===== config.mk =====
export PLATFORM = sky130hd
export DESIGN_NAME = lobac_ctrl
export DESIGN_NICKNAME = d
export VERILOG_FILES = /design/src/hw/rtl/limit_order_book_add_cancel_unit_defines.svh /design/src/hw/rtl/lobac_pkg.sv /design/src/hw/rtl/lobac_ctrl.sv
export SDC_FILE = /design/constraint.sdc
export NUM_CORES = 1
export LEC_CHECK = 0
export BUFFER_PORTS_ARGS = -buffer_cell sky130_fd_sc_hd__buf_2
export CORE_AREA = 10 10 47 49
export CTS_CLUSTER_DIAMETER = 80
export DETAILED_ROUTE_END_ITERATION = 10
export DIE_AREA = 0 0 57 59
export PLACE_DENSITY = 0.72
export SYNTH_ARGS = -nofsm -noshare
export SYNTH_HDL_FRONTEND = slang
export SYNTH_SLANG_ARGS = --single-unit

===== constraint.sdc =====
create_clock -name i_clk -period 2.3 [get_ports i_clk]
set_input_delay 0.115 -clock i_clk [delete_from_list [all_inputs] [get_ports i_clk]]
set_output_delay 0.115 -clock i_clk [all_outputs]
set_load 0.01 [all_outputs]

===== src/hw/rtl/limit_order_book_add_cancel_unit_defines.svh =====
// ----------------------------------------------------------------------------
// order book assertion macros
// shared property forms for the order book unit
// ----------------------------------------------------------------------------
`ifndef LIMIT_ORDER_BOOK_ADD_CANCEL_UNIT_DEFINES_SVH
`define LIMIT_ORDER_BOOK_ADD_CANCEL_UNIT_DEFINES_SVH

// same-cycle implication, checked out of reset
`define LOBAC_ASSERT_NOW(lbl, clk, rstn, ante, cons, msg) \
    lbl: assert property (@(posedge clk) disable iff (!(rstn)) (ante) |-> (cons)) \
        else $error(msg);

// next-cycle implication, checked out of reset
`define LOBAC_ASSERT_NEXT(lbl, clk, rstn, ante, cons, msg) \
    lbl: assert property (@(posedge clk) disable iff (!(rstn)) (ante) |=> (cons)) \
        else $error(msg);

`endif


===== src/hw/rtl/lobac_pkg.sv =====
// ----------------------------------------------------------------------------
// order book package
// sizes, result codes and the command and status groups of the unit
// ----------------------------------------------------------------------------
package lobac_pkg;

    // book geometry
    localparam int LEVEL_SLOTS    = 64;
    localparam int LEVEL_DEPTH    = 16;
    localparam int ORDER_CAPACITY = 256;

    localparam int NSLOTS = 2 * LEVEL_SLOTS;
    localparam int EntW   = (ORDER_CAPACITY > 1) ? $clog2(ORDER_CAPACITY) : 1;
    localparam int SlotW  = (LEVEL_SLOTS > 1) ? $clog2(LEVEL_SLOTS) : 1;
    localparam int GW     = SlotW + 1;
    localparam int PosW   = (LEVEL_DEPTH > 1) ? $clog2(LEVEL_DEPTH) : 1;
    localparam int CntW   = $clog2(LEVEL_DEPTH + 1);
    localparam int RestAW = GW + PosW;
    localparam int ScMax  = (ORDER_CAPACITY > LEVEL_SLOTS) ? ORDER_CAPACITY : LEVEL_SLOTS;
    localparam int ScW    = $clog2(ScMax + 1);

    // result codes
    localparam logic [3:0] ST_OK        = 4'd0;
    localparam logic [3:0] ST_NOT_LIMIT = 4'd1;
    localparam logic [3:0] ST_DUP_ID    = 4'd2;
    localparam logic [3:0] ST_BAD_QTY   = 4'd3;
    localparam logic [3:0] ST_BAD_PRICE = 4'd4;
    localparam logic [3:0] ST_NOT_FOUND = 4'd5;
    localparam logic [3:0] ST_STALE     = 4'd6;
    localparam logic [3:0] ST_LVL_FULL  = 4'd7;
    localparam logic [3:0] ST_BOOK_FULL = 4'd8;

    localparam logic [1:0] TYPE_LIMIT = 2'd0;
    localparam logic       ACT_CANCEL = 1'b1;

    // controller to datapath
    typedef struct packed {
        logic       load;
        logic       scan_clr;
        logic       scan;
        logic       scan_slot;
        logic       rd_ent;
        logic       rd_cnt;
        logic       wr_add;
        logic       clr_ent;
        logic       sh_rd;
        logic       sh_wr;
        logic       fin;
        logic       emit;
        logic [3:0] code;
    } t_cmd;

    // datapath to controller
    typedef struct packed {
        logic is_cancel;
        logic bad_type;
        logic bad_qty;
        logic bad_price;
        logic scan_done;
        logic id_hit;
        logic free_ent;
        logic lvl_hit;
        logic free_slot;
        logic lvl_full;
        logic stale;
        logic more;
    } t_stat;

    // one resting order
    typedef struct packed {
        logic [EntW-1:0] ent;
        logic [31:0]     qty;
        logic [31:0]     id;
    } t_rest;

endpackage


===== src/hw/rtl/lobac_ctrl.sv =====
// ----------------------------------------------------------------------------
// order book controller
// sequences index scan, level scan, update and queue shift per item
// ----------------------------------------------------------------------------
module lobac_ctrl (
    input  logic            i_clk,
    input  logic            i_rst_n,
    input  logic            start,
    output logic            busy,
    input  lobac_pkg::t_stat i_stat,
    output lobac_pkg::t_cmd  o_cmd
);

    localparam logic [2:0] S_IDLE    = 3'd0;
    localparam logic [2:0] S_SCAN_ID = 3'd1;
    localparam logic [2:0] S_DECIDE  = 3'd2;
    localparam logic [2:0] S_SCAN_SL = 3'd3;
    localparam logic [2:0] S_RD_CNT  = 3'd4;
    localparam logic [2:0] S_CHK_CNT = 3'd5;
    localparam logic [2:0] S_SH_TEST = 3'd6;
    localparam logic [2:0] S_SH_WR   = 3'd7;

    logic [2:0] r_state;
    logic [2:0] n_state;

    assign busy = (r_state != S_IDLE);

    // state register
    always_ff @(posedge i_clk) begin
        if (!i_rst_n) begin
            r_state <= S_IDLE;
        end else begin
            r_state <= n_state;
        end
    end

    // next state and commands
    always_comb begin
        n_state = r_state;
        o_cmd   = '0;
        case (r_state)
            S_IDLE: begin
                if (start) begin
                    o_cmd.load = 1'b1;
                    n_state    = S_SCAN_ID;
                end
            end
            S_SCAN_ID: begin
                o_cmd.scan = 1'b1;
                if (i_stat.scan_done) begin
                    n_state = S_DECIDE;
                end
            end
            S_DECIDE: begin
                if (i_stat.is_cancel) begin
                    if (!i_stat.id_hit) begin
                        o_cmd.emit = 1'b1;
                        o_cmd.code = lobac_pkg::ST_NOT_FOUND;
                        n_state    = S_IDLE;
                    end else begin
                        o_cmd.rd_ent = 1'b1;
                        n_state      = S_RD_CNT;
                    end
                end else if (i_stat.bad_type || i_stat.id_hit || i_stat.bad_qty
                             || i_stat.bad_price) begin
                    o_cmd.emit = 1'b1;
                    n_state    = S_IDLE;
                    if (i_stat.bad_type) begin
                        o_cmd.code = lobac_pkg::ST_NOT_LIMIT;
                    end else if (i_stat.id_hit) begin
                        o_cmd.code = lobac_pkg::ST_DUP_ID;
                    end else if (i_stat.bad_qty) begin
                        o_cmd.code = lobac_pkg::ST_BAD_QTY;
                    end else begin
                        o_cmd.code = lobac_pkg::ST_BAD_PRICE;
                    end
                end else begin
                    o_cmd.scan_clr = 1'b1;
                    n_state        = S_SCAN_SL;
                end
            end
            S_SCAN_SL: begin
                o_cmd.scan      = 1'b1;
                o_cmd.scan_slot = 1'b1;
                if (i_stat.scan_done) begin
                    n_state = S_RD_CNT;
                end
            end
            S_RD_CNT: begin
                o_cmd.rd_cnt = 1'b1;
                n_state      = S_CHK_CNT;
            end
            S_CHK_CNT: begin
                n_state = S_IDLE;
                if (i_stat.is_cancel) begin
                    o_cmd.clr_ent = 1'b1;
                    if (i_stat.stale) begin
                        o_cmd.emit = 1'b1;
                        o_cmd.code = lobac_pkg::ST_STALE;
                    end else begin
                        n_state = S_SH_TEST;
                    end
                end else begin
                    o_cmd.emit = 1'b1;
                    if (i_stat.lvl_full) begin
                        o_cmd.code = lobac_pkg::ST_LVL_FULL;
                    end else if ((!i_stat.lvl_hit && !i_stat.free_slot)
                                 || !i_stat.free_ent) begin
                        o_cmd.code = lobac_pkg::ST_BOOK_FULL;
                    end else begin
                        o_cmd.code   = lobac_pkg::ST_OK;
                        o_cmd.wr_add = 1'b1;
                    end
                end
            end
            S_SH_TEST: begin
                if (i_stat.more) begin
                    o_cmd.sh_rd = 1'b1;
                    n_state     = S_SH_WR;
                end else begin
                    o_cmd.fin  = 1'b1;
                    o_cmd.emit = 1'b1;
                    o_cmd.code = lobac_pkg::ST_OK;
                    n_state    = S_IDLE;
                end
            end
            S_SH_WR: begin
                o_cmd.sh_wr = 1'b1;
                n_state     = S_SH_TEST;
            end
            default: begin
                n_state = S_IDLE;
            end
        endcase
    end

endmodule


Word level (Yosys, flattened, before mapping) --
Index checks and enable logic that the tools add are counted.
Cells by class: reductions and logical operators 12, eq/ne operators 10, mux-type cells 42
Operators with widths (number):
- $mux 3 | 11
- $mux 5 | 5
- $pmux 3 s8 | 1
- $mux 1 | 19
- $pmux 5 s3 | 1
- $eq 3x3->1 const B | 4
- $mux 4 | 2
- $eq 3x2->1 const B | 2
- $mux 6 | 1
- $ne 2x2->1 const B | 3
- $logic_or 1x1->1 | 4
- $mux 2 | 2
- $eq 3x1->1 const B | 1
- $logic_not 1->1 | 3
- $logic_not 3->1 | 1
- $reduce_and 3->1 | 1
- $reduce_bool 3->1 | 1
- $reduce_or 2->1 | 1
- $logic_and 1x1->1 | 1
Word-level totals: bits of input ports 15, flip-flop bits (word level) 3, output and inout port bits 17, word-level logic and storage cells 65

Longest topological paths before layout --
Gate-level depths: netlist (run 1).
depth in word-level cells 7, gate-level depth with buffers 4

Worst setup path after synthesis (run 1) --
OpenSTA, ideal clock, no wires.
path kind register to output, start register r_state[1], end output port o_cmd[1] (netlist bit), slack 848 ps, required time 2185 ps, data arrival time 1337 ps, stages on the path, launching flop included 4, path buffers 1, cells stage by stage dfxtp_1 > buf_2 > or3b_1 > o41ai_1
RTL lines:
- start, declared | line lobac_ctrl.sv:23 | logic [2:0] r_state;
- start signal, assigned | line lobac_ctrl.sv:33 | r_state <= n_state;
- end, declared | line lobac_ctrl.sv:11 | output lobac_pkg::t_cmd o_cmd

==> out/metrics.cfg, run 1 <==
[clock_tree]
tritoncts=yes
post_cts_buffers=0
clock_tree.root_cell=sky130_fd_sc_hd__clkbuf_4
post_cts_resized=0
clock_latency_on_the_worst_skew_pair_ps=240
cts_max_level=1
clk_pin_slew_ps=40
hold_buffers=0
cts_buffers=3
clock_tree.buffer_depth=2
clock_sinks=3

[setup_path]
setup.reg_to_reg.worst_slack_ps=890
reg2reg_depth=3
endpoint_kind=output pin
worst_setup_path_start_kind=flip-flop
timing.critical_path.arrival_ps=1650
cp.required_ps=2180
crit_type=flip-flop to output pin
cp_max_fo=10
crit_reg_reg_startpoint=r_state[1]
r2r_end=r_state[0]

[floorplan]
die_w_um=57
pin_count=32
die_height_um=59
row_count=14
die_area_mm2=0.00336
core-area_mm2=0.00140
initial_core_util_pct=30.3

[placed_design]
preCtsSetupSlack_ps=803
dp_hpwl_mm=1.17
portbufs=31
place.gp.congestion=0.804

[hold_path]
hp-start=i_rst_n
holdPathEnd=r_state[1]
worst_hold_depth=2
hold_class=input port to flip-flop

[synth]
synthAdderAreaFrac_pct=0
ys_types=30
seq_area_frac_synth_pct=14.2
synthesis.area_um2=424
postSynthNetCount=78
postSynthAreaPerCell_um2=6.73
synth_cells=63
synth_mux_area_share_pct=2.65
yosys.area_share.simple_pct=44.2
dominant_combinational_cell_family_by_area_after_synthesis=simple AND/OR/NAND/NOR gates
yosys_warnings=0
synth_compound_area_share_pct=31.3
synth_xor_area_share_pct=0
synth_seq_cells=3

[timing]
grt_setup_unrepaired=no
max-slew-margin-rel_pct=72.3
worst_pin_slew_ps=415
timing.final.crit_period_ps=1760
final_min_period_over_clock_period_pct=76.7
clock_skew_ps=6.84
finalHoldViolations=0
clock.fmax_ghz=0.567
fin_tns_setup_ps=0
report.final.slew_viol_count=0
layout_setup_ws_ps=536
report.final.setup_viol=0

[layout]
flow.area_growth_from_synthesis_pct=43.4
final_layout_size_suffix_gt1_share_pct=40.4
largest_register_ffs=3
final_core_utilization_pct=43.4
largest_register=r_state
diodes=0
finalNetCount=110
layout.filler_cells=156
layout_top_registers=r_state: 3 flops

[global_route]
global_route.usage.met2_pct=11.6
antenna_found_initial=0
grtUsageMet3_pct=4.51
gr-max-usage-layer=met2
leftover_overflow_at_the_end_of_global_routing=0
globalRouteTotalUtil_pct=8.41
vias_in_the_first_global_route=542
grt_start_max_net_pins=16
grt_use_met1_pct=9.94
grt_first_pass_wirelength_mm=2.35

[power]
switching_share_pct=31.6
comb_power_share_pct=26.3
seq_power_share_pct=28.8
total_leakage_power_nw=0.344
power.density_mw_per_mm2=349
irDropWorstVdd_mv=0.275
totalPowerFinal_mw=0.212
cellInternalPower_mw=0.145
switching_power_mw=0.0670
clock_power_share_pct=44.9

[drt]
via_count=571
antenna_violating_nets_post_route=0
drt_pre_antenna_iters=4
route.detailed.vias_per_inst=5.19
drt_iter0_drc=12
wire_per_inst_um=13.4
post-route-drc-count=0
wirelength_mm=1.48

[outcome]
result_of_the_run=completed

[run]
max_cap_viol_count=0

## through the flow
step	instance area, um2	std cells	hold slack [ps]
5_1_grt	608	110	157
6_report	608	110	150
3_5_place_dp	582	106	402
4_1_cts	608	110	149
2_1_floorplan	424	63	246
3_3_place_gp	582	106	396
## power by group through the flow
stage,sequential [mW],clock [mW],combinational [mW]
5_1_grt,0.0619,0.0990,0.0627
6_report,0.0611,0.0953,0.0557
2_1_floorplan,0.0570,0,0.0336
3_3_place_gp,0.0611,0,0.0555
3_5_place_dp,0.0615,0,0.0558
4_1_cts,0.0607,0.0984,0.0563
## metal layers
layer	part of all wire [%]	wire length, um	vias up
li1	-	-	291
met1	46	680	246
met2	38	564	32
met3	14	205	2
met4	1.7	25	0
met5	0	0	-
## worst max-delay path by stage
stage | start | slack [ps] | endpoint
after floorplan | r_state[1] | 850 | o_cmd[1]
after global placement | r_state[1] | 840 | o_cmd[0]
after detailed placement | r_state[1] | 800 | o_cmd[1]
after CTS | r_state[1] | 540 | o_cmd[1]
after global routing | r_state[1] | 420 | o_cmd[1]
final | r_state[1] | 540 | o_cmd[1]
## cells in the final DEF (no fill, tap or decap), types with 2 or more instances in the layout
cell	netlist	final
sky130_fd_sc_hd__a21oi_1	5	5
sky130_fd_sc_hd__nand2_1	7	7
sky130_fd_sc_hd__clkbuf_4	0	3
sky130_fd_sc_hd__nor3_1	2	2
sky130_fd_sc_hd__o21ai_0	3	3
sky130_fd_sc_hd__nor3b_1	3	3
sky130_fd_sc_hd__inv_1	4	4
sky130_fd_sc_hd__nor2_1	8	8
sky130_fd_sc_hd__and3_1	2	2
sky130_fd_sc_hd__dfxtp_1	3	3
sky130_fd_sc_hd__o31ai_1	2	2
sky130_fd_sc_hd__nand2b_1	2	2
sky130_fd_sc_hd__o311a_1	2	2
sky130_fd_sc_hd__buf_2	2	31
## kinds of logic after synthesis
group                  Yosys count
AOI/OAI and AO/OA               19
buffers and inverters            8
DFF                              3
muxes                            1
and+or+nand+nor                 32
## synth_stat cells
| master | n | area share, % |
|---|---|---|
| sky130_fd_sc_hd__nor3_4 | 1 | 3.8 |
| sky130_fd_sc_hd__clkbuf_1 | 2 | 1.8 |
| sky130_fd_sc_hd__o22ai_1 | 1 | 1.5 |
| sky130_fd_sc_hd__a21boi_0 | 1 | 1.8 |
| sky130_fd_sc_hd__and3b_1 | 1 | 2.1 |
| sky130_fd_sc_hd__o21a_1 | 1 | 1.8 |
| sky130_fd_sc_hd__buf_2 | 2 | 2.4 |
| sky130_fd_sc_hd__and2_1 | 1 | 1.5 |
| sky130_fd_sc_hd__nor2_1 | 8 | 7.1 |
| sky130_fd_sc_hd__nor3_1 | 2 | 2.4 |
| sky130_fd_sc_hd__mux2_2 | 1 | 2.7 |
| sky130_fd_sc_hd__o221a_1 | 1 | 2.7 |
| sky130_fd_sc_hd__nand2b_1 | 2 | 2.9 |
| sky130_fd_sc_hd__nor3b_1 | 3 | 5.3 |
| sky130_fd_sc_hd__nand3b_1 | 1 | 1.8 |
| sky130_fd_sc_hd__o41ai_1 | 1 | 2.1 |
| sky130_fd_sc_hd__o21ai_0 | 3 | 3.5 |
| sky130_fd_sc_hd__o32ai_1 | 1 | 2.1 |
| sky130_fd_sc_hd__o311a_1 | 2 | 4.7 |
| sky130_fd_sc_hd__inv_1 | 4 | 3.5 |
| sky130_fd_sc_hd__or3_1 | 1 | 1.5 |
| sky130_fd_sc_hd__and3_1 | 2 | 2.9 |
| sky130_fd_sc_hd__and2b_2 | 1 | 2.1 |
| sky130_fd_sc_hd__nand2_1 | 7 | 6.2 |
| sky130_fd_sc_hd__o31ai_1 | 2 | 3.5 |
| sky130_fd_sc_hd__a21oi_1 | 5 | 5.9 |
| sky130_fd_sc_hd__or4_4 | 1 | 2.7 |
| sky130_fd_sc_hd__or3b_1 | 1 | 2.1 |
| sky130_fd_sc_hd__dfxtp_1 | 3 | 14 |
| sky130_fd_sc_hd__o211ai_1 | 1 | 1.8 |
## worst max-delay path, stage by stage, from the launching register on
cell                      delay, ps
sky130_fd_sc_hd__dfxtp_1        460
sky130_fd_sc_hd__or3b_1         480
sky130_fd_sc_hd__o41ai_1        270
sky130_fd_sc_hd__buf_2          190
## final cells by class
type	count	area (um2)	share of cell area, %
multi-input cells	52	332	54.5
repair buffers	31	155	25.5
flip-flops and latches	3	60.1	9.88
clock buffers	4	26.3	4.32
well taps	16	20.0	3.29
inverters	4	15.0	2.47
Power figures use the tool's default switching activity.
==> run 2: changes to the inputs <==
==> constraint.sdc (replaced) <==
create_clock -name i_clk -period 1.8 [get_ports i_clk]
set_input_delay 0.09 -clock i_clk [delete_from_list [all_inputs] [get_ports i_clk]]
set_output_delay 0.09 -clock i_clk [all_outputs]
set_load 0.01 [all_outputs]
==> run 2 against run 1 <==
Compared with the run above:
- wire length is 0.61% higher
- critical path type unchanged
- largest cell class unchanged
- sequential cell count unchanged
- sequential share of layout area is 0.063 points higher
==> out/metrics.cfg, run 2 (same netlist as run 1, synthesis figures left out) <==
[global_route]
globalRouteTotalUtil_pct=8.53  ; was 8.41%
vias_in_the_first_global_route=562  ; was 542
grt_first_pass_wirelength_mm=2.44  ; was 2.35 mm
antenna_found_initial=0  ; unchanged
leftover_overflow_at_the_end_of_global_routing=0  ; unchanged
grt_start_max_net_pins=15  ; was 16

[timing]
fin_tns_setup_ps=0  ; unchanged
layout_setup_ws_ps=92.2  ; was 536 ps
report.final.slew_viol_count=0  ; unchanged
max-slew-margin-rel_pct=76.7  ; was 72.3%
worst_pin_slew_ps=348  ; was 415 ps
report.final.setup_viol=0  ; unchanged
finalHoldViolations=0  ; unchanged
final_min_period_over_clock_period_pct=94.9
grt_setup_unrepaired=no  ; unchanged
clock_skew_ps=1.84  ; was 6.84 ps
timing.final.crit_period_ps=1710
clock.fmax_ghz=0.586

[layout]
layout.cell_area.non_filler_um2=617  ; was 608 um2
layout_top_registers=r_state: 3 flops  ; unchanged
flow.area_growth_from_synthesis_pct=45.4  ; was 43.4%
largest_register=r_state  ; unchanged
final_layout_size_suffix_gt1_share_pct=42.1  ; was 40.4%
area.sequential_um2=61.3  ; was 60.1 um2
most-common-layout-cells=sky130_fd_sc_hd__buf_2, sky130_fd_sc_hd__nor2_1, sky130_fd_sc_hd__nand2_1, sky130_fd_sc_hd__a21oi_1, sky130_fd_sc_hd__inv_1  ; unchanged
largest_register_ffs=3  ; unchanged
multi_input_area_um2=332  ; unchanged
layout_commonest_cell=sky130_fd_sc_hd__buf_2  ; unchanged
finalNetCount=111  ; was 110
layout.filler_cells=166  ; was 156
diodes=0  ; unchanged

[drt]
drt_iter0_drc=12  ; unchanged
wire_per_inst_um=13.4  ; about the same
via_count=588  ; was 571
antenna_violating_nets_post_route=0  ; unchanged
route.detailed.vias_per_inst=5.30  ; was 5.19
drt_pre_antenna_iters=4  ; unchanged
wirelength_mm=1.49  ; was 1.48 mm
post-route-drc-count=0  ; unchanged

[placed_design]
standard_cell_area_after_detailed_placement_um2=589  ; was 582 um2
preCtsSetupSlack_ps=312  ; was 803 ps
dp_hpwl_mm=1.20  ; was 1.17 mm
place.gp.congestion=0.857  ; was 0.804
portbufs=31  ; unchanged

[floorplan]
die_area_mm2=0.00336  ; unchanged
die_height_um=59  ; unchanged
core-area_mm2=0.00140  ; unchanged
row_count=14  ; unchanged
pin_count=32  ; unchanged
die_w_um=57  ; unchanged
initial_core_util_pct=30.3  ; unchanged

[clock_tree]
tritoncts=yes  ; unchanged
clock_tree.buffer_depth=2  ; unchanged
cts_max_level=1  ; unchanged
cts_buffers=3  ; unchanged
clock_sinks=3  ; unchanged
clock_latency_on_the_worst_skew_pair_ps=230  ; was 240 ps
clock_tree.root_cell=sky130_fd_sc_hd__clkbuf_4  ; unchanged
clk_pin_slew_ps=40  ; about the same

[power]
irDropWorstVdd_mv=0.337  ; was 0.275 mV
cellInternalPower_mw=0.188  ; was 0.145 mW
comb_power_share_pct=30.3  ; was 26.3%
power.density_mw_per_mm2=436  ; was 349 mW/mm2
total_leakage_power_nw=0.350  ; was 0.344 nW
seq_power_share_pct=26.6  ; was 28.8%
clock_power_share_pct=43.1  ; was 44.9%
switching_power_mw=0.0812  ; was 0.0670 mW
switching_share_pct=30.2  ; was 31.6%

[setup_path]
crit_type=flip-flop to output pin  ; unchanged
cp.required_ps=1710  ; was 2180 ps
cp_max_fo=12  ; was 10
endpoint_kind=output pin  ; unchanged
worst_setup_path_start_kind=flip-flop  ; unchanged
timing.critical_path.arrival_ps=1620  ; was 1650 ps

[run]
max_cap_viol_count=0  ; unchanged

[hold_path]
hold_class=input port to flip-flop  ; unchanged

[outcome]
result_of_the_run=completed  ; unchanged

## run 2: cell types whose count changed in the layout (fill, tap and decap cells not counted)
cell                      previous run  this run
sky130_fd_sc_hd__dfxtp_2             0         1
sky130_fd_sc_hd__dfxtp_1             3         2
sky130_fd_sc_hd__buf_4               0         1
## run 2: layout make-up
class	instances	share of cell area [%]
tap	16	3.25
multi-input combinational	52	53.8
inverter	4	2.43
sequential	3	9.94
timing repair buffer	32	26.4
clock buffer	4	4.26
## run 2: metrics by stage
stage | instances | hold slack (ps) | util, % | total power, mW
6_report | 111 | 133 | 44.0 | 0.269
5_1_grt | 111 | 146 | 44.0 | 0.283
4_1_cts | 111 | 138 | 43.9 | 0.273
3_5_place_dp | 107 | 377 | 42.1 | 0.153
3_3_place_gp | 107 | 369 | 42.1 | 0.152
2_1_floorplan | 63 | 209 | - | 0.116
## run 2: timing repair
item / CTS / global route
gates resized for setup: 0 / 1
setup endpoints to repair: 0 / 3
hold buffers: 0 / 0
buffers inserted: 0 / 0
## run 2: power by group through the flow
stage          combinational (mW)  clock, mW  sequential [mW]
3_5_place_dp               0.0809          0           0.0724
5_1_grt                    0.0912      0.120           0.0721
3_3_place_gp               0.0801          0           0.0724
6_report                   0.0816      0.116           0.0716
2_1_floorplan              0.0429          0           0.0728
4_1_cts                    0.0813      0.120           0.0714
## run 2: layer usage
metal	global-route usage, %	wire, um	vias up
met4	3.02	0	0
met5	0	0	-
met2	13.2	616	31
met3	5.79	239	0
li1	-	-	295
met1	9.08	629	262
## run 2: path summary, 6_finish.rpt
check | startpoint | to | slack [ps] | cells past startpoint
setup reg to reg | r_state[2] | r_state[1] | 450 | 3
hold reg to reg | r_state[1] | r_state[1] | 670 | 2
hold / removal | i_rst_n | r_state[1] | 130 | 2
setup / recovery | r_state[2] | o_cmd[2] | 90 | 3
## run 2: critical path: stages (launching register included)
cell,delay [ps]
sky130_fd_sc_hd__dfxtp_1,390
sky130_fd_sc_hd__or3b_1,510
sky130_fd_sc_hd__o31ai_1,300
sky130_fd_sc_hd__buf_2,180
